[src/rtl/ssd_pkg.sv]
// ----------------------------------------------------------------------------
// ssd_pkg
// Shared types, constants and the segment table for the two-wire
// seven-segment display driver.
// ----------------------------------------------------------------------------
package ssd_pkg;

  localparam int FRAME_BYTES = 7;
  localparam int DIGITS      = 4;

  localparam int POS_W   = $clog2(FRAME_BYTES + 1);
  localparam int SLOT_W  = (FRAME_BYTES > 1) ? $clog2(FRAME_BYTES) : 1;
  localparam int CNT_W   = $clog2(DIGITS + 1);
  localparam int WSLOT_W = $clog2(FRAME_BYTES + DIGITS + 2);

  localparam int QDEPTH = 2;
  localparam int QPTR_W = $clog2(QDEPTH);
  localparam int QCNT_W = $clog2(QDEPTH + 1);

  localparam logic [7:0] CMD_AUTO  = 8'h40;
  localparam logic [7:0] SEG_MINUS = 8'h40;

  // divide by ten: q = (m * 52429) >> 19, exact for m < 43699
  localparam logic [15:0] RECIP       = 16'd52429;
  localparam int          RECIP_SHIFT = 19;

  typedef enum logic [1:0] {
    ACT_TICK   = 2'd0,
    ACT_NUMBER = 2'd1,
    ACT_RAW    = 2'd2,
    ACT_BRIGHT = 2'd3
  } act_t;

  typedef enum logic [1:0] {
    PH_IDLE  = 2'd0,
    PH_START = 2'd1,
    PH_DATA  = 2'd2,
    PH_STOP  = 2'd3
  } phase_t;

  typedef enum logic [1:0] {
    CV_IDLE  = 2'd0,
    CV_DIGIT = 2'd1,
    CV_MINUS = 2'd2
  } conv_state_t;

  // queued word: number words carry {neg, magnitude} in data[15:0]
  typedef struct packed {
    act_t        act;
    logic [31:0] data;
  } cmd_t;

  typedef struct packed {
    logic        start;
    logic        neg;
    logic [14:0] mag;
  } conv_start_t;

  typedef struct packed {
    logic               en;
    logic [WSLOT_W-1:0] slot;
    logic [7:0]         data;
  } frame_wr_t;

  function automatic logic [7:0] digit_code(input logic [3:0] d);
    logic [7:0] seg;
    unique case (d)
      4'd0:    seg = 8'h3F;
      4'd1:    seg = 8'h06;
      4'd2:    seg = 8'h5B;
      4'd3:    seg = 8'h4F;
      4'd4:    seg = 8'h66;
      4'd5:    seg = 8'h6D;
      4'd6:    seg = 8'h7D;
      4'd7:    seg = 8'h07;
      4'd8:    seg = 8'h7F;
      4'd9:    seg = 8'h6F;
      default: seg = 8'h00;
    endcase
    return seg;
  endfunction

endpackage

[src/rtl/ssd_front.sv]
// ----------------------------------------------------------------------------
// ssd_front
// Accepts input words, classifies them by action and queues them.
// ----------------------------------------------------------------------------
module ssd_front (
  input  logic               clk,
  input  logic               rst_n,
  input  logic               in_valid,
  output logic               in_ready,
  input  logic [1:0]         in_action,
  input  logic signed [14:0] in_number,
  input  logic [31:0]        in_raw_segments,
  input  logic [7:0]         in_brightness_byte,
  output logic               q_valid,
  output ssd_pkg::cmd_t      q_cmd,
  input  logic               q_pop
);

  ssd_pkg::cmd_t                     fifo_r [ssd_pkg::QDEPTH];
  logic [ssd_pkg::QPTR_W-1:0]        wr_ptr_r, wr_ptr_nxt;
  logic [ssd_pkg::QPTR_W-1:0]        rd_ptr_r, rd_ptr_nxt;
  logic [ssd_pkg::QCNT_W-1:0]        cnt_r, cnt_nxt;
  ssd_pkg::cmd_t                     cls;
  logic [14:0]                       num_u;
  logic [14:0]                       mag;
  logic                              push;

  assign num_u = in_number;
  assign mag   = num_u[14] ? (~num_u + 15'd1) : num_u;

  always_comb begin
    cls.act = ssd_pkg::act_t'(in_action);
    unique case (cls.act)
      ssd_pkg::ACT_TICK:   cls.data = '0;
      ssd_pkg::ACT_NUMBER: cls.data = {16'd0, num_u[14], mag};
      ssd_pkg::ACT_RAW:    cls.data = in_raw_segments;
      ssd_pkg::ACT_BRIGHT: cls.data = {24'd0, in_brightness_byte};
      default:             cls.data = '0;
    endcase
  end

  assign in_ready = (cnt_r != ssd_pkg::QCNT_W'(ssd_pkg::QDEPTH));
  assign push     = in_valid && in_ready;
  assign q_valid  = (cnt_r != '0);
  assign q_cmd    = fifo_r[rd_ptr_r];

  always_comb begin
    wr_ptr_nxt = wr_ptr_r;
    rd_ptr_nxt = rd_ptr_r;
    cnt_nxt    = cnt_r;
    if (push) begin
      wr_ptr_nxt = (wr_ptr_r == ssd_pkg::QPTR_W'(ssd_pkg::QDEPTH - 1)) ? '0 : wr_ptr_r + 1'b1;
    end
    if (q_pop) begin
      rd_ptr_nxt = (rd_ptr_r == ssd_pkg::QPTR_W'(ssd_pkg::QDEPTH - 1)) ? '0 : rd_ptr_r + 1'b1;
    end
    if (push && !q_pop) begin
      cnt_nxt = cnt_r + 1'b1;
    end else if (q_pop && !push) begin
      cnt_nxt = cnt_r - 1'b1;
    end
  end

  always_ff @(posedge clk) begin
    if (!rst_n) begin
      wr_ptr_r <= '0;
      rd_ptr_r <= '0;
      cnt_r    <= '0;
    end else begin
      wr_ptr_r <= wr_ptr_nxt;
      rd_ptr_r <= rd_ptr_nxt;
      cnt_r    <= cnt_nxt;
    end
  end

  always_ff @(posedge clk) begin
    if (push) begin
      fifo_r[wr_ptr_r] <= cls;
    end
  end

endmodule

[src/rtl/ssd_digit_conv.sv]
// ----------------------------------------------------------------------------
// ssd_digit_conv
// Turns a magnitude into segment codes, one decimal digit per cycle,
// least significant first, then an optional minus sign.
// ----------------------------------------------------------------------------
module ssd_digit_conv (
  input  logic                 clk,
  input  logic                 rst_n,
  input  ssd_pkg::conv_start_t conv_start,
  output ssd_pkg::frame_wr_t   conv_wr,
  output logic                 conv_busy
);

  ssd_pkg::conv_state_t          state_r, state_nxt;
  logic [14:0]                   mag_r, mag_nxt;
  logic                          neg_r, neg_nxt;
  logic [ssd_pkg::CNT_W-1:0]     n_r, n_nxt;
  logic [ssd_pkg::CNT_W-1:0]     n_inc;
  logic [30:0]                   prod;
  logic [14:0]                   quo;
  logic [14:0]                   ten_q;
  logic [14:0]                   rem_full;
  logic [ssd_pkg::WSLOT_W-1:0]   slot;
  logic                          last;

  assign prod     = 31'(mag_r) * 31'(ssd_pkg::RECIP);
  assign quo      = 15'(prod >> ssd_pkg::RECIP_SHIFT);
  assign ten_q    = 15'({quo, 3'b000}) + 15'({quo, 1'b0});
  assign rem_full = mag_r - ten_q;
  assign n_inc    = n_r + 1'b1;
  assign slot     = ssd_pkg::WSLOT_W'(n_r) + 1'b1;
  assign last     = (quo == '0) || (n_inc == ssd_pkg::CNT_W'(ssd_pkg::DIGITS));

  always_comb begin
    state_nxt = state_r;
    if (conv_start.start) begin
      state_nxt = ssd_pkg::CV_DIGIT;
    end else begin
      unique case (state_r)
        ssd_pkg::CV_IDLE:  state_nxt = ssd_pkg::CV_IDLE;
        ssd_pkg::CV_DIGIT: begin
          if (last) begin
            state_nxt = (neg_r && (n_inc < ssd_pkg::CNT_W'(ssd_pkg::DIGITS))) ?
                        ssd_pkg::CV_MINUS : ssd_pkg::CV_IDLE;
          end
        end
        ssd_pkg::CV_MINUS: state_nxt = ssd_pkg::CV_IDLE;
        default:           state_nxt = ssd_pkg::CV_IDLE;
      endcase
    end
  end

  always_comb begin
    conv_wr   = '0;
    conv_busy = (state_r != ssd_pkg::CV_IDLE);
    mag_nxt   = mag_r;
    neg_nxt   = neg_r;
    n_nxt     = n_r;
    unique case (state_r)
      ssd_pkg::CV_IDLE: ;
      ssd_pkg::CV_DIGIT: begin
        conv_wr.en   = (slot < ssd_pkg::WSLOT_W'(ssd_pkg::FRAME_BYTES));
        conv_wr.slot = slot;
        conv_wr.data = ssd_pkg::digit_code(rem_full[3:0]);
        mag_nxt      = quo;
        n_nxt        = n_inc;
      end
      ssd_pkg::CV_MINUS: begin
        conv_wr.en   = (slot < ssd_pkg::WSLOT_W'(ssd_pkg::FRAME_BYTES));
        conv_wr.slot = slot;
        conv_wr.data = ssd_pkg::SEG_MINUS;
      end
      default: ;
    endcase
    if (conv_start.start) begin
      mag_nxt = conv_start.mag;
      neg_nxt = conv_start.neg;
      n_nxt   = '0;
    end
  end

  always_ff @(posedge clk) begin
    if (!rst_n) begin
      state_r <= ssd_pkg::CV_IDLE;
    end else begin
      state_r <= state_nxt;
    end
  end

  always_ff @(posedge clk) begin
    mag_r <= mag_nxt;
    neg_r <= neg_nxt;
    n_r   <= n_nxt;
  end

endmodule

[src/rtl/ssd_back.sv]
// ----------------------------------------------------------------------------
// ssd_back
// Executes queued words: loads frames, steps the two-wire waveform one
// half bit per tick and registers one result word per queued word.
// ----------------------------------------------------------------------------
module ssd_back (
  input  logic                 clk,
  input  logic                 rst_n,
  input  logic                 q_valid,
  input  ssd_pkg::cmd_t        q_cmd,
  output logic                 q_pop,
  input  logic                 out_ready,
  output logic                 out_valid,
  output logic                 out_clock_line,
  output logic                 out_data_line,
  output logic                 out_busy_res,
  output logic                 out_frame_done,
  output logic                 out_rejected,
  output ssd_pkg::conv_start_t conv_start,
  input  ssd_pkg::frame_wr_t   conv_wr,
  output ssd_pkg::phase_t      phase
);

  ssd_pkg::phase_t              phase_r, phase_nxt;
  logic                         half_r, half_nxt;
  logic [ssd_pkg::POS_W-1:0]    byte_pos_r, byte_pos_nxt;
  logic [ssd_pkg::POS_W-1:0]    byte_inc;
  logic [3:0]                   bit_pos_r, bit_pos_nxt;
  logic [ssd_pkg::POS_W-1:0]    len_r, len_nxt;
  logic                         clk_lvl_r, clk_lvl_nxt;
  logic                         dat_lvl_r, dat_lvl_nxt;
  logic [7:0]                   store_r   [ssd_pkg::FRAME_BYTES];
  logic [7:0]                   store_nxt [ssd_pkg::FRAME_BYTES];
  logic                         tx_bit;
  logic                         do_tick, do_load, do_rej, done;
  logic                         byte_end;
  logic                         out_valid_r;
  logic                         out_clk_r, out_dat_r, out_busy_r, out_done_r, out_rej_r;

  assign q_pop    = q_valid && (!out_valid_r || out_ready);
  assign do_tick  = q_pop && (q_cmd.act == ssd_pkg::ACT_TICK);
  assign do_load  = q_pop && (q_cmd.act != ssd_pkg::ACT_TICK) && (phase_r == ssd_pkg::PH_IDLE);
  assign do_rej   = q_pop && (q_cmd.act != ssd_pkg::ACT_TICK) && (phase_r != ssd_pkg::PH_IDLE);
  assign byte_inc = byte_pos_r + 1'b1;
  assign byte_end = (bit_pos_r == 4'd8);
  assign tx_bit   = (bit_pos_r < 4'd8) ?
                    store_r[byte_pos_r[ssd_pkg::SLOT_W-1:0]][bit_pos_r[2:0]] : 1'b0;
  assign phase    = phase_r;

  // {start, neg, mag}
  assign conv_start = {do_load && (q_cmd.act == ssd_pkg::ACT_NUMBER),
                       q_cmd.data[15], q_cmd.data[14:0]};

  // next state
  always_comb begin
    phase_nxt = phase_r;
    if (do_load) begin
      phase_nxt = ssd_pkg::PH_START;
    end else if (do_tick) begin
      unique case (phase_r)
        ssd_pkg::PH_IDLE:  phase_nxt = ssd_pkg::PH_IDLE;
        ssd_pkg::PH_START: if (half_r) phase_nxt = ssd_pkg::PH_DATA;
        ssd_pkg::PH_DATA: begin
          if (half_r && byte_end && (byte_inc >= len_r)) begin
            phase_nxt = ssd_pkg::PH_STOP;
          end
        end
        ssd_pkg::PH_STOP:  if (half_r) phase_nxt = ssd_pkg::PH_IDLE;
        default:           phase_nxt = ssd_pkg::PH_IDLE;
      endcase
    end
  end

  // wire levels and counters
  always_comb begin
    half_nxt     = half_r;
    byte_pos_nxt = byte_pos_r;
    bit_pos_nxt  = bit_pos_r;
    len_nxt      = len_r;
    clk_lvl_nxt  = clk_lvl_r;
    dat_lvl_nxt  = dat_lvl_r;
    done         = 1'b0;
    if (do_load) begin
      half_nxt     = 1'b0;
      byte_pos_nxt = '0;
      bit_pos_nxt  = '0;
      len_nxt      = (q_cmd.act == ssd_pkg::ACT_BRIGHT) ?
                     ssd_pkg::POS_W'(1) : ssd_pkg::POS_W'(ssd_pkg::FRAME_BYTES);
    end else if (do_tick) begin
      unique case (phase_r)
        ssd_pkg::PH_IDLE: ;
        ssd_pkg::PH_START: begin
          if (!half_r) begin
            dat_lvl_nxt = 1'b0;
            half_nxt    = 1'b1;
          end else begin
            clk_lvl_nxt  = 1'b0;
            half_nxt     = 1'b0;
            byte_pos_nxt = '0;
            bit_pos_nxt  = '0;
          end
        end
        ssd_pkg::PH_DATA: begin
          if (!half_r) begin
            dat_lvl_nxt = tx_bit;
            clk_lvl_nxt = 1'b1;
            half_nxt    = 1'b1;
          end else begin
            clk_lvl_nxt = 1'b0;
            half_nxt    = 1'b0;
            if (byte_end) begin
              bit_pos_nxt  = '0;
              byte_pos_nxt = byte_inc;
            end else begin
              bit_pos_nxt = bit_pos_r + 1'b1;
            end
          end
        end
        ssd_pkg::PH_STOP: begin
          if (!half_r) begin
            clk_lvl_nxt = 1'b1;
            half_nxt    = 1'b1;
          end else begin
            dat_lvl_nxt = 1'b1;
            half_nxt    = 1'b0;
            done        = 1'b1;
          end
        end
        default: ;
      endcase
    end
  end

  // frame store
  always_comb begin
    store_nxt = store_r;
    if (do_load) begin
      case (q_cmd.act)
        ssd_pkg::ACT_NUMBER: begin
          for (int i = 0; i < ssd_pkg::FRAME_BYTES; i++) begin
            store_nxt[i] = (i == 0) ? ssd_pkg::CMD_AUTO : 8'h00;
          end
        end
        ssd_pkg::ACT_RAW: begin
          for (int i = 0; i < ssd_pkg::FRAME_BYTES; i++) begin
            if (i == 0) begin
              store_nxt[i] = ssd_pkg::CMD_AUTO;
            end else if (i <= 4) begin
              store_nxt[i] = 8'(q_cmd.data >> (8 * (i - 1)));
            end else begin
              store_nxt[i] = 8'h00;
            end
          end
        end
        ssd_pkg::ACT_BRIGHT: store_nxt[0] = q_cmd.data[7:0];
        default: ;
      endcase
    end else if (conv_wr.en) begin
      for (int i = 0; i < ssd_pkg::FRAME_BYTES; i++) begin
        if (conv_wr.slot == ssd_pkg::WSLOT_W'(i)) begin
          store_nxt[i] = conv_wr.data;
        end
      end
    end
  end

  always_ff @(posedge clk) begin
    if (!rst_n) begin
      phase_r    <= ssd_pkg::PH_IDLE;
      half_r     <= 1'b0;
      byte_pos_r <= '0;
      bit_pos_r  <= '0;
      len_r      <= '0;
      clk_lvl_r  <= 1'b1;
      dat_lvl_r  <= 1'b1;
    end else begin
      phase_r    <= phase_nxt;
      half_r     <= half_nxt;
      byte_pos_r <= byte_pos_nxt;
      bit_pos_r  <= bit_pos_nxt;
      len_r      <= len_nxt;
      clk_lvl_r  <= clk_lvl_nxt;
      dat_lvl_r  <= dat_lvl_nxt;
    end
  end

  always_ff @(posedge clk) begin
    store_r <= store_nxt;
  end

  // result word register
  always_ff @(posedge clk) begin
    if (!rst_n) begin
      out_valid_r <= 1'b0;
    end else if (q_pop) begin
      out_valid_r <= 1'b1;
    end else if (out_ready) begin
      out_valid_r <= 1'b0;
    end
  end

  always_ff @(posedge clk) begin
    if (q_pop) begin
      out_clk_r  <= clk_lvl_nxt;
      out_dat_r  <= dat_lvl_nxt;
      out_busy_r <= (phase_nxt != ssd_pkg::PH_IDLE);
      out_done_r <= done;
      out_rej_r  <= do_rej;
    end
  end

  assign out_valid      = out_valid_r;
  assign out_clock_line = out_clk_r;
  assign out_data_line  = out_dat_r;
  assign out_busy_res   = out_busy_r;
  assign out_frame_done = out_done_r;
  assign out_rejected   = out_rej_r;

endmodule

[src/rtl/seven_segment_two_wire_driver_core.sv]
// ----------------------------------------------------------------------------
// seven_segment_two_wire_driver_core
// Four-digit seven-segment display driver over a clock/data two-wire line.
//
//   channel | ports                                             | dir
//   --------+---------------------------------------------------+-----
//   in      | in_valid/in_ready, in_action, in_number,          | in
//           | in_raw_segments, in_brightness_byte               |
//   out     | out_valid/out_ready, out_clock_line,              | out
//           | out_data_line, out_busy_res, out_frame_done,      |
//           | out_rejected                                      |
//
// One word per cycle sustained while the out side accepts; a result word is
// registered at the edge its input word leaves the two-entry queue.
// Show-number digits come from one reciprocal multiplier, one digit per cycle,
// well before the first digit byte is clocked out. Reset clears the queue,
// the wire sequencer and the result valid flag; the wire levels come up
// high. A stalled out side fills the queue, then drops in_ready.
// ----------------------------------------------------------------------------
module seven_segment_two_wire_driver_core (
  input  logic               clk,
  input  logic               rst_n,
  input  logic               in_valid,
  output logic               in_ready,
  input  logic [1:0]         in_action,
  input  logic signed [14:0] in_number,
  input  logic [31:0]        in_raw_segments,
  input  logic [7:0]         in_brightness_byte,
  output logic               out_valid,
  input  logic               out_ready,
  output logic               out_clock_line,
  output logic               out_data_line,
  output logic               out_busy_res,
  output logic               out_frame_done,
  output logic               out_rejected
);

  logic                 q_valid;
  logic                 q_pop;
  ssd_pkg::cmd_t        q_cmd;
  ssd_pkg::conv_start_t conv_start;
  ssd_pkg::frame_wr_t   conv_wr;
  logic                 conv_busy;
  ssd_pkg::phase_t      phase;

  ssd_front u_front (
    .clk                (clk),
    .rst_n              (rst_n),
    .in_valid           (in_valid),
    .in_ready           (in_ready),
    .in_action          (in_action),
    .in_number          (in_number),
    .in_raw_segments    (in_raw_segments),
    .in_brightness_byte (in_brightness_byte),
    .q_valid            (q_valid),
    .q_cmd              (q_cmd),
    .q_pop              (q_pop)
  );

  ssd_digit_conv u_conv (
    .clk        (clk),
    .rst_n      (rst_n),
    .conv_start (conv_start),
    .conv_wr    (conv_wr),
    .conv_busy  (conv_busy)
  );

  ssd_back u_back (
    .clk            (clk),
    .rst_n          (rst_n),
    .q_valid        (q_valid),
    .q_cmd          (q_cmd),
    .q_pop          (q_pop),
    .out_ready      (out_ready),
    .out_valid      (out_valid),
    .out_clock_line (out_clock_line),
    .out_data_line  (out_data_line),
    .out_busy_res   (out_busy_res),
    .out_frame_done (out_frame_done),
    .out_rejected   (out_rejected),
    .conv_start     (conv_start),
    .conv_wr        (conv_wr),
    .phase          (phase)
  );

  a_done_lines_high: assert property (@(posedge clk) disable iff (!rst_n)
    (out_valid && out_frame_done) |-> (!out_busy_res && out_clock_line && out_data_line))
    else $error("frame done word without idle lines");

  a_reject_busy: assert property (@(posedge clk) disable iff (!rst_n)
    (out_valid && out_rejected) |-> (out_busy_res && !out_frame_done))
    else $error("rejected word while not busy");

  a_conv_in_frame: assert property (@(posedge clk) disable iff (!rst_n)
    conv_busy |-> (phase != ssd_pkg::PH_IDLE))
    else $error("digit conversion running outside a frame");

  a_conv_start_idle: assert property (@(posedge clk) disable iff (!rst_n)
    conv_start.start |-> (!conv_busy && phase == ssd_pkg::PH_IDLE))
    else $error("number load while conversion or frame active");

endmodule

[config.mk]
export PLATFORM = sky130hd
export DESIGN_NAME = seven_segment_two_wire_driver_core
export DESIGN_NICKNAME = d
export VERILOG_FILES = /design/src/rtl/ssd_pkg.sv /design/src/rtl/ssd_front.sv /design/src/rtl/ssd_digit_conv.sv /design/src/rtl/ssd_back.sv /design/src/rtl/seven_segment_two_wire_driver_core.sv
export SDC_FILE = /design/constraint.sdc
export NUM_CORES = 1
export LEC_CHECK = 0
export ABC_AREA = 1
export BUFFER_PORTS_ARGS = -buffer_cell sky130_fd_sc_hd__buf_2
export CORE_UTILIZATION = 39
export CTS_CLUSTER_DIAMETER = 80
export DETAILED_ROUTE_END_ITERATION = 10
export GPL_ROUTABILITY_DRIVEN = 0
export GPL_TIMING_DRIVEN = 0
export PLACE_DENSITY = 0.65
export SLEW_MARGIN = 10
export SYNTH_ARGS = -nofsm -noshare
export SYNTH_HDL_FRONTEND = slang
export SYNTH_SLANG_ARGS = --single-unit
[constraint.sdc]
create_clock -name clk -period 5.7 [get_ports clk]
set_clock_uncertainty 0.2 [all_clocks]
set_input_delay 0.855 -clock clk [delete_from_list [all_inputs] [get_ports clk]]
set_output_delay 0.855 -clock clk [all_outputs]
set_load 0.01 [all_outputs]
# Word level (Yosys, flattened, before mapping)
# Memories as Yosys holds them, arrays and structs flattened. A register that Yosys moved wholly into a read port is not among the register bits.
# Index checks and enable logic that the tools add are counted.
# Widths: inputs -> output; s select.
[op_classes]
add_sub_neg = 11
multipliers = 1
magnitude_cmp = 6
n_eq_ne = 26
n_mux = 64
bitwise_logic = 6
n_reduce_logical = 53
[ops]
columns = ["cell", "count"]
rows = [
  ["$pmux 32 s4", 1],
  ["$mux 56", 2],
  ["$pmux 48 s2", 1],
  ["$mux 8", 9],
  ["$mux 15", 3],
  ["$reduce_bool 2->1", 16],
  ["$mul 15x16->31 const B", 1],
  ["$pmux 13 s2", 1],
  ["$bmux 8 s3", 1],
  ["$mux 1", 24],
  ["$reduce_and 3->1", 7],
  ["$mux 2", 8],
  ["$pmux 8 s2", 1],
  ["$add 15x1->15 const B", 1],
  ["$logic_not 15->1", 1],
  ["$not 15->15", 1],
  ["$eq 2x2->1 const B", 7],
  ["$eq 4x3->1 const B", 3],
  ["$logic_and 1x1->1", 12],
  ["$mux 3", 4],
  ["$mux 4", 3],
  ["$reduce_or 3->1", 3],
  ["$eq 2x1->1 const B", 4],
  ["$eq 4x2->1 const B", 2],
  ["36 further kinds", 51],
]
[totals]
regBits = 102
mem_bits_rw = 68
mem_bits_ro = 112
input_bits = 61
output_inout_bits = 7
elab_cells = 197
memories = 2
[mem_list]
columns = ["name", "depth", "word_bits", "rd", "rd_ports_with_merged_regs", "write_ports", "line_no", "source"]
rows = [
  ["(no name shown)", 16, 7, 1, 0, 0, "ssd_pkg.sv:67", "unique case (d)"],
  ["u_front.fifo_r", 2, 34, 1, 1, 1, "ssd_front.sv:19", "ssd_pkg::cmd_t fifo_r [ssd_pkg::QDEPTH];"],
]

# Longest topological paths before layout
[depth]
ltp_word = 11
ltp_mapped = 35
mapped_depth_nobuf = 35

# Modules after synthesis
# From an unflattened synthesis, not the netlist that was laid out.
[hier_totals]
cells_unflattened = 1566
area_unflattened_um2 = 13406.6
[by_module_without_submodules]
columns = ["module", "n_inst", "cells_each", "area_each_um2", "seq_area_each_um2"]
rows = [
  ["ssd_digit_conv", 1, 775, 5809.3, 580.6],
  ["ssd_back", 1, 484, 4144.0, 2132.0],
  ["ssd_front", 1, 307, 3453.3, 2142.1],
]

# Worst setup path after synthesis
# No wires, ideal clock.
[synth_path]
kind = "flip-flop to flip-flop"
from = "register u_conv.mag_r[13]"
to = "register u_back.store_r[14] (netlist name), data pin"
arrival_time_ps = 5591
path_slack_ps = -346
path_stages_with_launch = 33
n_path_buf = 0
cell_sequence = "edfxtp_1 -> inv_1 -> ha_1 -> inv_1 -> fa_1 -> fa_1 -> inv_1 -> fa_1 -> inv_1 -> fa_1 -> inv_1 -> fa_1 -> inv_1 -> ha_1 -> a21oi_1 -> o21ai_0 -> inv_1 -> nand2_1 -> inv_1 -> nand2_1 -> nand2_1 -> nand2_1 -> ha_1 -> inv_1 -> or2_2 -> nand2_1 -> nand2_1 -> nand2_1 -> nand2_2 -> nand3_2 -> nand2_2 -> nand3_4 -> inv_1"
[synth_rtl]
columns = ["element", "line_no", "source"]
rows = [
  ["start, declared", "ssd_digit_conv.sv:15", "logic [14:0] mag_r, mag_nxt;"],
  ["start signal, assigned", "ssd_digit_conv.sv:91", "mag_r <= mag_nxt;"],
  ["end signal, assigned", "ssd_back.sv:188", "store_r <= store_nxt;"],
  ["end, declared", "ssd_back.sv:32", "logic [7:0] store_r [ssd_pkg::FRAME_BYTES];"],
]

==> results.py <==
metrics = {
    "cts": {
        "cts_root_buf": "clkbuf_16",
        "tritoncts": "yes",
        "clk_path_buf_depth": 2,
        "cts_made_buffers": 17,
        "clock-sinks": 168,
        "clock_latency_ns": 0.45,
        "clkSlewWorstSetupHoldPaths_ns": 0.08,
        "cts.htree.levels": 4,
    },
    "finish": {
        "mostFrequentLayoutCell": "nand2_1",
        "final_cell_mix": "302 x nand2_1, 228 x inv_1, 143 x edfxtp_1, 117 x ha_1, 104 x nor2_1",
        "drive_gt1_share_pct": 22.1,
        "nNetsFinal": 1886,
        "area_growth_pct": 21.1,
        "final_util_pct": 47.9,
        "diodes": 0,
    },
    "hold_path": {
        "hp-start": "u_front.rd_ptr_r",
        "hp-class": "flip-flop to flip-flop",
        "hold_depth": 1,
    },
    "floorplanning": {
        "core_area_mm2": 0.0325,
        "die_h_um": 183,
        "ios": 68,
        "die_w_um": 183,
        "start_util_pct": 39.5,
        "rows": 66,
        "die_area_mm2": 0.0336,
    },
    "grt": {
        "grt_first_pass_wirelength_mm": 50.9,
        "grt_overflow": 0,
        "grt_pass1_vias": 10200,
        "grt.total_usage_pct": 19.3,
        "antenna_found_initial": 0,
        "grt_max_degree": 23,
    },
    "drt": {
        "wl_met3_mm": 1.61,
        "viasPerCell": 5.00,
        "ant_nets": 0,
        "detail_route.wirelength_mm": 31.7,
        "drc_errors": 0,
        "first_pass_iters": 5,
        "top_layer": "met4",
        "routedWlPerCell_um": 15.3,
        "wl_met2_mm": 15.1,
        "num_vias": 10400,
        "drtIter0Drc": 714,
        "wl_met1_mm": 14.3,
    },
    "synth": {
        "synthCells": 1490,
        "synthesis.nets": 1750,
        "synth_area_per_cell_um2": 8.61,
        "synth_edf_count": 143,
        "synth_seq_area_share_pct": 37.4,
        "yosysWarnings": 0,
        "async_flop_share_pct": 0,
        "syn_area_mm2": 0.0128,
        "synth.distinct_cells": 50,
        "ys_ff_latch": 168,
        "synthFlopType": "edfxtp_1",
    },
    "placement": {
        "dp_slack_ns": -0.946,
        "numPortBuffers": 67,
        "dp_hpwl_mm": 24.6,
    },
    "sta": {
        "report.final.slew_viol_count": 0,
        "setup_viol": 49,
        "rsz0062_at_grt": "yes",
        "period_share_pct": 107,
        "period_needed_ns": 6.07,
        "worst_pin_slew_ns": 1.11,
        "fmax_ghz": 0.165,
        "slew_headroom_pct": 25.6,
        "setup_ws_ns": -0.374,
        "tns_ns": -13.92,
        "whs_ns": 0.264,
        "hold_viol": 0,
    },
    "flow_run": {
        "cap_viol_max_count": 0,
    },
    "setup_path": {
        "start_kind": "flip-flop",
        "cp_top_family": "adder cells",
        "endpoint_kind": "flip-flop",
        "path_max_fanout": 6,
        "worst_r2r_endpoint": "u_back.store_r[30]",
        "r2r_start": "u_conv.mag_r[4]",
        "cp_slowest_cell": "fa_1",
        "worstRegToRegCells": 34,
        "worstSetupPathType": "flip-flop to flip-flop",
        "required_ns": 5.70,
        "critPathMostFrequentCell": "nand2_2",
        "worst-path-buf-inv": 8,
        "r2r_slack_ns": -0.37,
        "cp_data_arrival_time_ns": 6.07,
        "slowest_delay_ns": 0.59,
    },
    "status": {
        "violations": "setup timing",
        "status": "complete, but fails checks",
    },
}
through the flow:
step           instances  instance area (µm²)
2_1_floorplan       1490                13000
3_3_place_gp        1999                13900
3_5_place_dp        2001                13900
4_1_cts             2067                15100
5_1_grt             2081                15500
6_report            2081                15500
cells by family after synthesis:
group	count (synthesis)	share of synthesized area, %
compound gates	191	8.57
fa+ha+maj	199	22.6
mux	11	0.858
buf+inv	294	8.65
xor+xnor	13	0.887
simple gates	614	21.1
flops	168	37.4
flip-flops by register name (all words and copies together) (netlist names), 2 cells and up, named ones only:
register           cells
u_back.bit_pos_r       4
u_back.byte_pos_r      3
u_back.len_r           2
u_back.phase           2
u_back.store_r        54
u_conv.mag_r          15
u_conv.n_r             3
u_conv.state_r         2
u_front.cnt_r          2
u_front.fifo_r        68
routing by layer:
layer / vias up / GRT usage, %
met4: 0 / 6.43
met1: 4871 / 26.0
met3: 57 / 2.05
met5: - / 0
met2: 322 / 32.4
li1: 5155 / -
worst max-delay path by stage:
stage	start	endpoint	slack, ns	depth (start not counted)
finish	u_conv.mag_r[4]	u_back.store_r[30]	-0.37	34
global route	u_conv.mag_r[4]	u_back.store_r[54]	-0.61	34
CTS	u_conv.mag_r[1]	u_back.store_r[38]	-0.28	31
detailed placement	u_conv.mag_r[0]	u_back.store_r[28]	-0.95	32
global placement	u_conv.mag_r[0]	u_back.store_r[33]	-0.92	30
floorplan	u_conv.mag_r[2]	u_back.store_r[22]	0.006	30
area by class of cell:
class / instances / area, µm²
fill: 2923 / 16900
multi-input combinational: 1028 / 7690
sequential: 168 / 4790
inverter: 268 / 1010
timing repair buffer: 117 / 774
tap: 442 / 553
clock buffer: 19 / 453
clock inverter: 13 / 149
buffer: 26 / 104
synthesized netlist by cell type (all sizes together), types with 3 or more instances:
| library cell | number | area, µm² |
|---|---|---|
| clkbuf | 18 | 67.6 |
| buf | 8 | 36.3 |
| xor2 | 8 | 70.1 |
| dfxtp | 25 | 500 |
| or2 | 8 | 50.1 |
| a21oi | 58 | 302 |
| nand4 | 10 | 62.6 |
| o22ai | 5 | 31.3 |
| fa | 54 | 1080 |
| nor2 | 127 | 522 |
| a31oi | 4 | 25.0 |
| o211ai | 10 | 75.1 |
| edfxtp | 143 | 4290 |
| o21bai | 7 | 52.6 |
| a211oi | 4 | 30.0 |
| a21o | 4 | 30.0 |
| nor3 | 25 | 160 |
| nand2 | 361 | 1390 |
| o311ai | 6 | 52.6 |
| nand3 | 74 | 453 |
| inv | 266 | 998 |
| xnor2 | 5 | 43.8 |
| nor4 | 3 | 33.8 |
| o21ai | 83 | 419 |
| o221ai | 5 | 43.8 |
| ha | 145 | 1810 |
| mux2i | 11 | 110 |
repair_timing:
| item | in CTS | in global routing |
|---|---|---|
| hold buffers | 0 | 0 |
| pin swaps | 36 | 41 |
| setup buffers | 34 | 14 |
| endpoints found under the setup margin | 52 | 52 |
| hold endpoints to repair | 0 | 0 |
| resized for setup | 69 | 98 |
Power is left out: the tool's default activity adds up to more than one toggle a clock period on the data nets, which glitch-free logic cannot reach.
